File: src/rtl/atwa_pkg.sv
`default_nettype none
// ---------------------------------------------------------------------------
// atwa_pkg
// Shared widths, operation codes and mode codes for the time-weighted
// activity averager.
// ---------------------------------------------------------------------------
package atwa_pkg;

  // field widths
  localparam int OP_W    = 2;
  localparam int MODE_W  = 2;
  localparam int STAMP_W = 32;
  localparam int TOT_W   = 32;
  localparam int SMP_W   = 16;
  localparam int DT_W    = 15;   // step after clamping negatives to zero
  localparam int STRK_W  = 8;
  localparam int PROD_W  = SMP_W + DT_W;
  localparam int SUM_W   = 48;
  localparam int AVG_W   = 16;
  localparam int NUM_CH  = 3;    // speed, cadence, power
  localparam int IDX_W   = 2;

  // stream widths (whole bytes)
  localparam int IN_TDATA_W  = 152;
  localparam int OUT_TDATA_W = 248;

  // averages are recomputed only for sessions longer than this
  localparam logic [TOT_W-1:0] MIN_TIME_MS = 32'd1;

  // operation codes
  localparam logic [OP_W-1:0] OP_START  = 2'd0;
  localparam logic [OP_W-1:0] OP_UPDATE = 2'd1;
  localparam logic [OP_W-1:0] OP_STOP   = 2'd2;

  // session modes
  localparam logic [MODE_W-1:0] MODE_IDLE    = 2'd0;
  localparam logic [MODE_W-1:0] MODE_RECORD  = 2'd1;
  localparam logic [MODE_W-1:0] MODE_STOPPED = 2'd2;

  // status codes
  localparam logic ST_OK     = 1'b0;
  localparam logic ST_REJECT = 1'b1;

endpackage : atwa_pkg
`default_nettype wire

File: src/rtl/atwa_div_unit.sv
`default_nettype none
// ---------------------------------------------------------------------------
// atwa_div_unit
// Restoring divider, one quotient bit a cycle: 48-bit sum over a 32-bit
// duration, quotient saturated to 16 bits. Overflow is found up front by
// comparing the upper 32 bits of the sum with the divisor.
// ---------------------------------------------------------------------------
module atwa_div_unit (
  input  wire logic                          clk,
  input  wire logic                          rst_n,
  input  wire logic                          start,
  input  wire logic [atwa_pkg::SUM_W-1:0]    dividend,
  input  wire logic [atwa_pkg::TOT_W-1:0]    divisor,
  output logic                               done,
  output logic [atwa_pkg::AVG_W-1:0]         quotient
);
  import atwa_pkg::*;

  localparam int CNT_W = $clog2(AVG_W + 1);
  localparam logic [CNT_W-1:0] STEPS = CNT_W'(AVG_W);

  logic                 busy_r;
  logic [CNT_W-1:0]     cnt_r;
  logic [TOT_W-1:0]     rem_r;
  logic [AVG_W-1:0]     q_r;
  logic [TOT_W:0]       rem_sh;
  logic [TOT_W:0]       rem_sub;
  logic                 ge;

  // one restoring step
  assign rem_sh  = {rem_r, q_r[AVG_W-1]};
  assign rem_sub = rem_sh - {1'b0, divisor};
  assign ge      = rem_sh >= {1'b0, divisor};

  assign done     = busy_r && (cnt_r == '0);
  assign quotient = q_r;

  // control
  always_ff @(posedge clk) begin
    if (!rst_n) begin
      busy_r <= 1'b0;
      cnt_r  <= '0;
    end else if (start) begin
      busy_r <= 1'b1;
      cnt_r  <= (dividend[SUM_W-1:AVG_W] >= divisor) ? '0 : STEPS;
    end else if (done) begin
      busy_r <= 1'b0;
    end else if (busy_r) begin
      cnt_r <= cnt_r - 1'b1;
    end
  end

  // datapath
  always_ff @(posedge clk) begin
    if (start) begin
      if (dividend[SUM_W-1:AVG_W] >= divisor) begin
        q_r   <= '1;
        rem_r <= '0;
      end else begin
        q_r   <= dividend[AVG_W-1:0];
        rem_r <= dividend[SUM_W-1:AVG_W];
      end
    end else if (busy_r && (cnt_r != '0)) begin
      rem_r <= ge ? rem_sub[TOT_W-1:0] : rem_sh[TOT_W-1:0];
      q_r   <= {q_r[AVG_W-2:0], ge};
    end
  end

endmodule : atwa_div_unit
`default_nettype wire

File: src/rtl/activity_time_weighted_averager_core.sv
`default_nettype none
// ---------------------------------------------------------------------------
// activity_time_weighted_averager_core
// Session recorder: start / update / stop, saturating totals, dt-weighted
// sums of speed, cadence and power, averages by a shared divider, peaks.
// ---------------------------------------------------------------------------
//  channel | direction | tdata                         | tuser
//  in_     | slave     | times, step, samples (152 b)  | operation (2 b)
//  out_    | master    | mode, totals, means... (248 b)| status (1 b)
//
//  Start, stop and rejected items go from accept straight to the result
//  register. An update makes three multiply/accumulate passes on the one
//  16x15 multiplier, then three 16-step divisions on the shared divider
//  (cut short when the quotient saturates); with 1 ms or less recorded the
//  divisions are skipped. in_tready is low while an item is being worked on.
//  Synchronous active-low reset returns to idle; a finished result waits
//  while out_tready is low.
// ---------------------------------------------------------------------------
module activity_time_weighted_averager_core (
  input  wire logic                                clk,
  input  wire logic                                rst_n,
  // in_tdata: requested_time, now_time, step_ms, speed_mmps, cadence_centi,
  //           power_dw, distance_step_mm, stroke_step
  input  wire logic [atwa_pkg::IN_TDATA_W-1:0]     in_tdata,
  // in_tuser: operation
  input  wire logic [atwa_pkg::OP_W-1:0]           in_tuser,
  input  wire logic                                in_tvalid,
  output logic                                     in_tready,
  // out_tdata: mode, distance_mm, strokes, elapsed_ms, mean_speed,
  //            mean_cadence, mean_power, peak_speed, peak_cadence,
  //            session_start, session_end, zero pad
  output logic [atwa_pkg::OUT_TDATA_W-1:0]         out_tdata,
  // out_tuser: status
  output logic                                     out_tuser,
  output logic                                     out_tvalid,
  input  wire logic                                out_tready
);
  import atwa_pkg::*;

  // sequencer codes
  localparam logic [2:0] S_IDLE = 3'd0;
  localparam logic [2:0] S_MUL  = 3'd1;
  localparam logic [2:0] S_ACC  = 3'd2;
  localparam logic [2:0] S_DIVG = 3'd3;
  localparam logic [2:0] S_DIVW = 3'd4;
  localparam logic [2:0] S_DONE = 3'd5;

  localparam logic [IDX_W-1:0] LAST_CH = IDX_W'(NUM_CH - 1);

  function automatic logic [TOT_W-1:0] sat_add32(input logic [TOT_W-1:0] a,
                                                 input logic [TOT_W-1:0] b);
    logic [TOT_W:0] s;
    s = {1'b0, a} + {1'b0, b};
    return s[TOT_W] ? '1 : s[TOT_W-1:0];
  endfunction

  // input fields
  logic [OP_W-1:0]    in_op;
  logic [STAMP_W-1:0] in_req, in_now, in_stamp;
  logic [SMP_W-1:0]   in_step, in_spd, in_cad, in_pwr, in_dist;
  logic [STRK_W-1:0]  in_strk;
  logic               in_acc;

  assign in_op   = in_tuser;
  assign in_req  = in_tdata[31:0];
  assign in_now  = in_tdata[63:32];
  assign in_step = in_tdata[79:64];
  assign in_spd  = in_tdata[95:80];
  assign in_cad  = in_tdata[111:96];
  assign in_pwr  = in_tdata[127:112];
  assign in_dist = in_tdata[143:128];
  assign in_strk = in_tdata[151:144];
  assign in_stamp = (in_req != '0) ? in_req : in_now;

  // state
  logic [2:0]         state_r;
  logic [IDX_W-1:0]   idx_r;
  logic [MODE_W-1:0]  mode_r;
  logic               status_r;
  logic [STAMP_W-1:0] start_r, end_r;
  logic [TOT_W-1:0]   dist_r, strk_r, time_r;
  logic [SUM_W-1:0]   sums_r [NUM_CH];
  logic [AVG_W-1:0]   avgs_r [NUM_CH];
  logic [SMP_W-1:0]   peak_spd_r, peak_cad_r;
  logic [DT_W-1:0]    dt_r;
  logic [SMP_W-1:0]   vals_r [NUM_CH];
  logic [PROD_W-1:0]  prod_r;
  logic               out_valid_r;
  logic               out_status_r;
  logic [OUT_TDATA_W-1:0] out_data_r;

  assign in_tready = (state_r == S_IDLE);
  assign in_acc    = in_tvalid && in_tready;

  // shared datapath pieces
  logic [SMP_W-1:0] mul_a;
  logic [SUM_W:0]   acc_sum;
  logic             div_start, div_done;
  logic [AVG_W-1:0] div_q;
  logic             load_out;

  assign mul_a    = vals_r[idx_r];
  assign acc_sum  = {1'b0, sums_r[idx_r]} + {{(SUM_W+1-PROD_W){1'b0}}, prod_r};
  assign div_start = (state_r == S_DIVG);
  assign load_out  = (state_r == S_DONE) && (!out_valid_r || out_tready);

  atwa_div_unit u_div (
    .clk      (clk),
    .rst_n    (rst_n),
    .start    (div_start),
    .dividend (sums_r[idx_r]),
    .divisor  (time_r),
    .done     (div_done),
    .quotient (div_q)
  );

  // sequencer and session state
  always_ff @(posedge clk) begin
    if (!rst_n) begin
      state_r    <= S_IDLE;
      idx_r      <= '0;
      mode_r     <= MODE_IDLE;
      status_r   <= ST_OK;
      start_r    <= '0;
      end_r      <= '0;
      dist_r     <= '0;
      strk_r     <= '0;
      time_r     <= '0;
      peak_spd_r <= '0;
      peak_cad_r <= '0;
      for (int i = 0; i < NUM_CH; i++) begin
        sums_r[i] <= '0;
        avgs_r[i] <= '0;
      end
    end else begin
      unique case (state_r)
        S_IDLE: begin
          if (in_acc) begin
            idx_r <= '0;
            if (in_op == OP_START) begin
              status_r   <= ST_OK;
              state_r    <= S_DONE;
              mode_r     <= MODE_RECORD;
              start_r    <= in_stamp;
              end_r      <= '0;
              dist_r     <= '0;
              strk_r     <= '0;
              time_r     <= '0;
              peak_spd_r <= '0;
              peak_cad_r <= '0;
              for (int i = 0; i < NUM_CH; i++) begin
                sums_r[i] <= '0;
                avgs_r[i] <= '0;
              end
            end else if (in_op == OP_UPDATE && mode_r == MODE_RECORD) begin
              status_r <= ST_OK;
              dist_r   <= sat_add32(dist_r, {{(TOT_W-SMP_W){1'b0}}, in_dist});
              strk_r   <= sat_add32(strk_r, {{(TOT_W-STRK_W){1'b0}}, in_strk});
              time_r   <= sat_add32(time_r, in_step[SMP_W-1] ? '0 :
                                    {{(TOT_W-SMP_W){1'b0}}, in_step});
              if (in_spd > peak_spd_r) peak_spd_r <= in_spd;
              if (in_cad > peak_cad_r) peak_cad_r <= in_cad;
              state_r <= S_MUL;
            end else if (in_op == OP_STOP && mode_r == MODE_RECORD) begin
              status_r <= ST_OK;
              state_r  <= S_DONE;
              mode_r   <= MODE_STOPPED;
              end_r    <= in_stamp;
            end else begin
              // wrong mode or unknown operation
              status_r <= ST_REJECT;
              state_r  <= S_DONE;
            end
          end
        end
        S_MUL: begin
          state_r <= S_ACC;
        end
        S_ACC: begin
          sums_r[idx_r] <= acc_sum[SUM_W] ? '1 : acc_sum[SUM_W-1:0];
          if (idx_r == LAST_CH) begin
            idx_r   <= '0;
            state_r <= (time_r > MIN_TIME_MS) ? S_DIVG : S_DONE;
          end else begin
            idx_r   <= idx_r + 1'b1;
            state_r <= S_MUL;
          end
        end
        S_DIVG: begin
          state_r <= S_DIVW;
        end
        S_DIVW: begin
          if (div_done) begin
            avgs_r[idx_r] <= div_q;
            if (idx_r == LAST_CH) begin
              idx_r   <= '0;
              state_r <= S_DONE;
            end else begin
              idx_r   <= idx_r + 1'b1;
              state_r <= S_DIVG;
            end
          end
        end
        S_DONE: begin
          if (load_out) state_r <= S_IDLE;
        end
        default: state_r <= S_IDLE;
      endcase
    end
  end

  // sample capture and the shared multiplier
  always_ff @(posedge clk) begin
    if (in_acc) begin
      dt_r      <= in_step[SMP_W-1] ? '0 : in_step[DT_W-1:0];
      vals_r[0] <= in_spd;
      vals_r[1] <= in_cad;
      vals_r[2] <= in_pwr;
    end
    if (state_r == S_MUL) begin
      prod_r <= {{(PROD_W-SMP_W){1'b0}}, mul_a} * {{(PROD_W-DT_W){1'b0}}, dt_r};
    end
  end

  // output register
  always_ff @(posedge clk) begin
    if (!rst_n) begin
      out_valid_r <= 1'b0;
    end else if (load_out) begin
      out_valid_r <= 1'b1;
    end else if (out_tready) begin
      out_valid_r <= 1'b0;
    end
  end

  always_ff @(posedge clk) begin
    if (load_out) begin
      out_status_r <= status_r;
      out_data_r   <= {{(OUT_TDATA_W-242){1'b0}}, end_r, start_r, peak_cad_r,
                       peak_spd_r, avgs_r[2], avgs_r[1], avgs_r[0], time_r,
                       strk_r, dist_r, mode_r};
    end
  end

  assign out_tvalid = out_valid_r;
  assign out_tdata  = out_data_r;
  assign out_tuser  = out_status_r;

endmodule : activity_time_weighted_averager_core
`default_nettype wire

File: config.mk
export PLATFORM = sky130hd
export DESIGN_NAME = activity_time_weighted_averager_core
export DESIGN_NICKNAME = d
export VERILOG_FILES = /design/src/rtl/atwa_pkg.sv /design/src/rtl/atwa_div_unit.sv /design/src/rtl/activity_time_weighted_averager_core.sv
export SDC_FILE = /design/constraint.sdc
export NUM_CORES = 2
export LEC_CHECK = 0
export ABC_AREA = 1
export BUFFER_PORTS_ARGS = -buffer_cell sky130_fd_sc_hd__buf_4
export CAP_MARGIN = 20
export CORE_MARGIN = 5
export CORE_UTILIZATION = 35
export CTS_BUF_LIST = sky130_fd_sc_hd__clkbuf_2
export DETAILED_ROUTE_END_ITERATION = 6
export MAX_ROUTING_LAYER = met4
export PLACE_DENSITY_LB_ADDON = 0.05
export SYNTH_ARGS = -nofsm -noshare
export SYNTH_HDL_FRONTEND = slang
export SYNTH_SLANG_ARGS = --single-unit
File: constraint.sdc
create_clock -name clk -period 13 [get_ports clk]
set_input_delay 1.95 -clock clk [delete_from_list [all_inputs] [get_ports clk]]
set_output_delay 1.95 -clock clk [all_outputs]
set_load 0.02 [all_outputs]
# After elaboration in Yosys (flattened, before gate mapping)
# Memories as Yosys holds them, arrays and structs flattened. A register that Yosys moved wholly into a read port is not among the register bits.
# Index checks and enable logic that the tools add are counted.
# word_totals
ff_bits	544
latch_bits	0
ramBits	240
mem_bits_ro	0
output_inout_bits	251
memories	3
# classes
addsub	7
n_mul	1
div	0
order_cmp	5
eq_ne	14
n_shift	0
mux	86
bitwise_logic	6
n_reduce_logical	33
# memory_table
name	depth	width	rd	rd_clocked_by_memory_dff	wr	line	source
sums_r	3	48	1	1	3	activity_time_weighted_averager_core.sv:82	logic [SUM_W-1:0] sums_r [NUM_CH];
avgs_r	3	16	3	3	3	activity_time_weighted_averager_core.sv:83	logic [AVG_W-1:0] avgs_r [NUM_CH];
vals_r	3	16	1	1	3	activity_time_weighted_averager_core.sv:86	logic [SMP_W-1:0] vals_r [NUM_CH];
# op_table
op	n
2-to-1 mux 32 bit	17
2-to-1 mux 48 bit	5
2-to-1 mux 16 bit	13
adder 48 x 31 -> 49 bit	1
OR reduction 48 bit	1
adder 32 x 15 -> 33 bit	1
adder 32 x 16 -> 33 bit	1
adder 32 x 8 -> 33 bit	1
>= comparator 33 x 32 -> 1 bit	1
>= comparator 32 bit	1
> comparator 16 bit	2
> comparator 32 x 1 -> 1 bit, second input constant	1
nonzero test 32 bit	1
subtractor 32 bit	1
multiplier 16 x 15 -> 31 bit	1
2-to-1 mux 1 bit	24
2-to-1 mux 2 bit	12
2-to-1 mux 3 bit	8
2-to-1 mux 5 bit	4
one-hot mux 3 bit (6 select lines)	1
nonzero test 2 bit	8
OR reduction 16 bit	1
2-to-1 mux 15 bit	1
AND reduction 3 bit	4
other kinds (21)	41

# Depth between registers and ports, before layout
# logic_depth
ltp_word	8
ltp_mapped	33
ltp_nobuf	29

# Hierarchy
# Synthesis repeated with hierarchy kept, for this count alone.
# hier_totals
cells_unflattened	6045
hier_area_um2	50633.6
# by_module_without_submodules
module	instances	cells_per_inst	area_each_um2
activity_time_weighted_averager_core	1	4984	44079.8
atwa_div_unit	1	1061	6553.8

# Least setup slack after synthesis
# No wires, ideal clock.
# synth_path
path_kind	in2reg
startpoint	in out_tready
endpoint	reg out_data_r[0], in the netlist out_tdata[0], enable pin
t_arrival_ps	12005
path_slack_ps	144
cell_stages	2
n_path_buf	0
cell_sequence	nor2_1 > nor2_1
# synth_via
elab_chain_len	2
# synth_rtl
item	line	source
start: declaration	activity_time_weighted_averager_core.sv:36	input wire logic out_tready
logical OR 1 bit	activity_time_weighted_averager_core.sv:105	assign load_out = (state_r == S_DONE) && (!out_valid_r || out_tready);
logical AND 1 bit	activity_time_weighted_averager_core.sv:105	
named net load_out	activity_time_weighted_averager_core.sv:100	logic load_out;
end signal: assignment	activity_time_weighted_averager_core.sv:239	out_data_r <= {{(OUT_TDATA_W-242){1'b0}}, end_r, start_r, peak_cad_r,
end: declaration	activity_time_weighted_averager_core.sv:90	logic [OUT_TDATA_W-1:0] out_data_r;
# The timed path passes the listed nets, and every way through them passes these cells.
# A chain may end at the register's enable or synchronous reset.

==> metrics.md <==
| Metric | Value |
|---|---|
| CP endpoint kind | `flop` |
| Distinct cell type count after synthesis | `49` |
| Final Hold Fails | `0` |
| Row count | `138` |
| Die H | `387 um` |
| Main flop type after synthesis | `edfxtp_1` |
| Drt total wl | `162000 um` |
| PostCTS Resize Cnt | `0` |
| Worst-path clk slew | `0.10 ns` |
| Vias | `41046` |
| Share of the synthesized area in the top cell type | `0.377` |
| RD Place Congestion | `0.908` |
| Postcts setup bufs | `0` |
| Nets | `6910` |
| EDFF count, synth | `625` |
| Post-Place Cells | `7963` |
| Crit Path Max Fanout | `49` |
| Slew headroom | `0.266` |
| Commonest non-fill, non-tap cell in the layout | `nand2_1` |
| Worst EP required | `14.31 ns` |
| Critical Path Max Stage Delay | `0.81 ns` |
| Clk Tree Root Cell | `clkbuf_2` |
| Ys async rst share | `0` |
| First DRT Iteration DRCs | `2229` |
| Most used cell, CP | `fa_1` |
| CTS tree | `built` |
| FF+latch count, synth | `834` |
| Area Overhead vs Synth | `14.8%` |
| DRT antenna net count | `0` |
| GR Util All Layers | `0.220` |
| IO Count | `409` |
| Initial antenna violation count | `9` |
| Core box area | `142000 um2` |
| I/O Buffers | `402` |
| First-pass GRT wire length | `249000 um` |
| Startpoint types | `flop` |
| Htree depth | `4` |
| RSZ-0062 raised after global routing | `false` |
| Layout cell share with drive strength beyond 1 | `0.146` |
| Gr ovfl total | `0` |
| DRC viols | `4` |
| Clock latency on the worst-skew pair | `1.68 ns` |
| Sum of buffers and inverters on the critical path | `8` |
| Final Setup Violations | `0` |
| Max-Cap Viols | `0` |
| Post-DP Area | `54900 um2` |
| Vias in the first global route | `41554` |
| Yosys top cell by area | `edfxtp_1` |
| Post-DP HPWL | `119000 um` |
| HP Class | `reg2reg` |
| Synth warn | `0` |
| FMAX | `124 MHz` |
| Failing checks | `DRC` |
| Non-filler cells, final | `8404` |
| Die Footprint | `150000 um2` |
| Syn avg cell area | `8.59 um2` |
| Slowest cell on the critical path | `o21ai_1` |
| Cell area after synthesis | `49800 um2` |
| Setup TNS | `0 ns` |
| Clock Tree Buf Depth | `3` |
| CTS buffer count | `227` |
| Most frequent cells in the layout | `nand2_1, inv_1, nor2_1, edfxtp_1, buf_4` |
| Max-slew violation count | `0` |
| # clock sinks | `834` |
| Vias/cell | `4.88` |
| Pin count of the biggest net entering global routing | `113` |
| Wirelength per Cell | `19.3 um` |
| Slew @ Worst Pin | `1.10 ns` |
| Status | `complete, but fails checks` |
| Layout Skew | `0.165 ns` |
| Drt pass-1 iters | `7` |
| CP delay by family, top | `adder cells` |
| Synth Instances | `5801` |
| Top cells by area, synth | `edfxtp_1, nand2_1, dfxtp_1, fa_1, ha_1` |
| Final critical-path share of the clock period | `0.618` |
| Fin area | `57200 um2` |
| Sequential area share after synthesis | `0.461` |
| Starting Density | `0.352` |
| CTS Hold Bufs | `0` |
| Kind of critical path | `reg2reg` |
| Crit path time final | `8.04 ns` |
| Die W | `387 um` |
| Worst Path Arrival | `9.34 ns` |
Yosys cell counts (12+ instances only):
library cell and count:
o21ai_1 17, nand3_1 315, o21bai_1 12, nand2_1 1387, a31oi_1 21, nor2_1 713, ha_1 263, nand4_1 82
nand2_2 17, nand3b_1 15, nor3_1 52, dfxtp_1 209, buf_2 15, nor2_2 28, xnor2_1 50, a21oi_1 348
nand3_2 14, clkbuf_1 142, inv_1 794, o22ai_1 32, inv_2 30, a21o_1 38, xor2_1 56, nor4_1 17
edfxtp_1 625, fa_1 185, o21ai_0 230
metal layers:
layer	share of wire	wire, um	track usage	vias up
li1	-	-	-	20098
met1	0.46	75400	0.291	19649
met2	0.45	73600	0.343	1072
met3	0.064	10300	0.0512	227
met4	0.019	3050	0.0542	0
met5	0	0	-	-
flip-flops by register name, summed over array words and instances, names as in the netlist, 2 cells and up, named ones only:
signal,count
mode_r,2
dist_r,32
u_div.rem_r,32
time_r,32
idx_r,2
vals_r,48
u_div.quotient,16
peak_cad_r,16
strk_r,32
sums_r,192
state_r,3
peak_spd_r,16
avgs_r,48
out_tdata,242
u_div.cnt_r,5
dt_r,15
prod_r,31
start_r,32
end_r,32
kinds of logic (layout without fill, tap and decap cells):
logic type / count (synthesis) / count (layout) / synth area share
AOI/OAI and AO/OA: 728 / 728 / 0.0786
xor gates and xnor gates: 106 / 106 / 0.0186
adders and majority gates: 448 / 448 / 0.140
buffers and inverters: 1014 / 1708 / 0.0787
DFF: 834 / 834 / 0.461
other: 1 / 20 / 0.0000753
and+or+nand+nor: 2670 / 2670 / 0.223
final timing paths:
check	cells after the start	from	to	slack (ns)
max reg2reg	26	flop	prod_r[28]	4.96
min reg2reg	0	end_r[24]	out_tdata[234]	0.40
min	0	end_r[24]	out_tdata[234]	0.40
max	26	flop	prod_r[28]	4.96
cell type report:
class	instances	area [um2]
flip-flops and latches	834	23000
multi-input cells	3958	23000
fillers	14822	84400
well taps	1890	2360
diodes	14	35.0
repair buffers	449	3410
inverters	834	3140
clock buffers	347	1740
clock inverters	78	532
per-stage QoR:
step	setup slack, ns	hold WS (ns)	util
finish	4.96	0.399	0.404
global route	4.43	0.234	0.404
CTS	4.94	0.168	0.403
detailed placement	5.12	0.405	0.387
global placement	5.18	0.401	0.387
floorplan	0.144	0.400	-
Power is not shown: default switching activity piles up to over one toggle a cycle in this logic, so the estimate is an artifact.
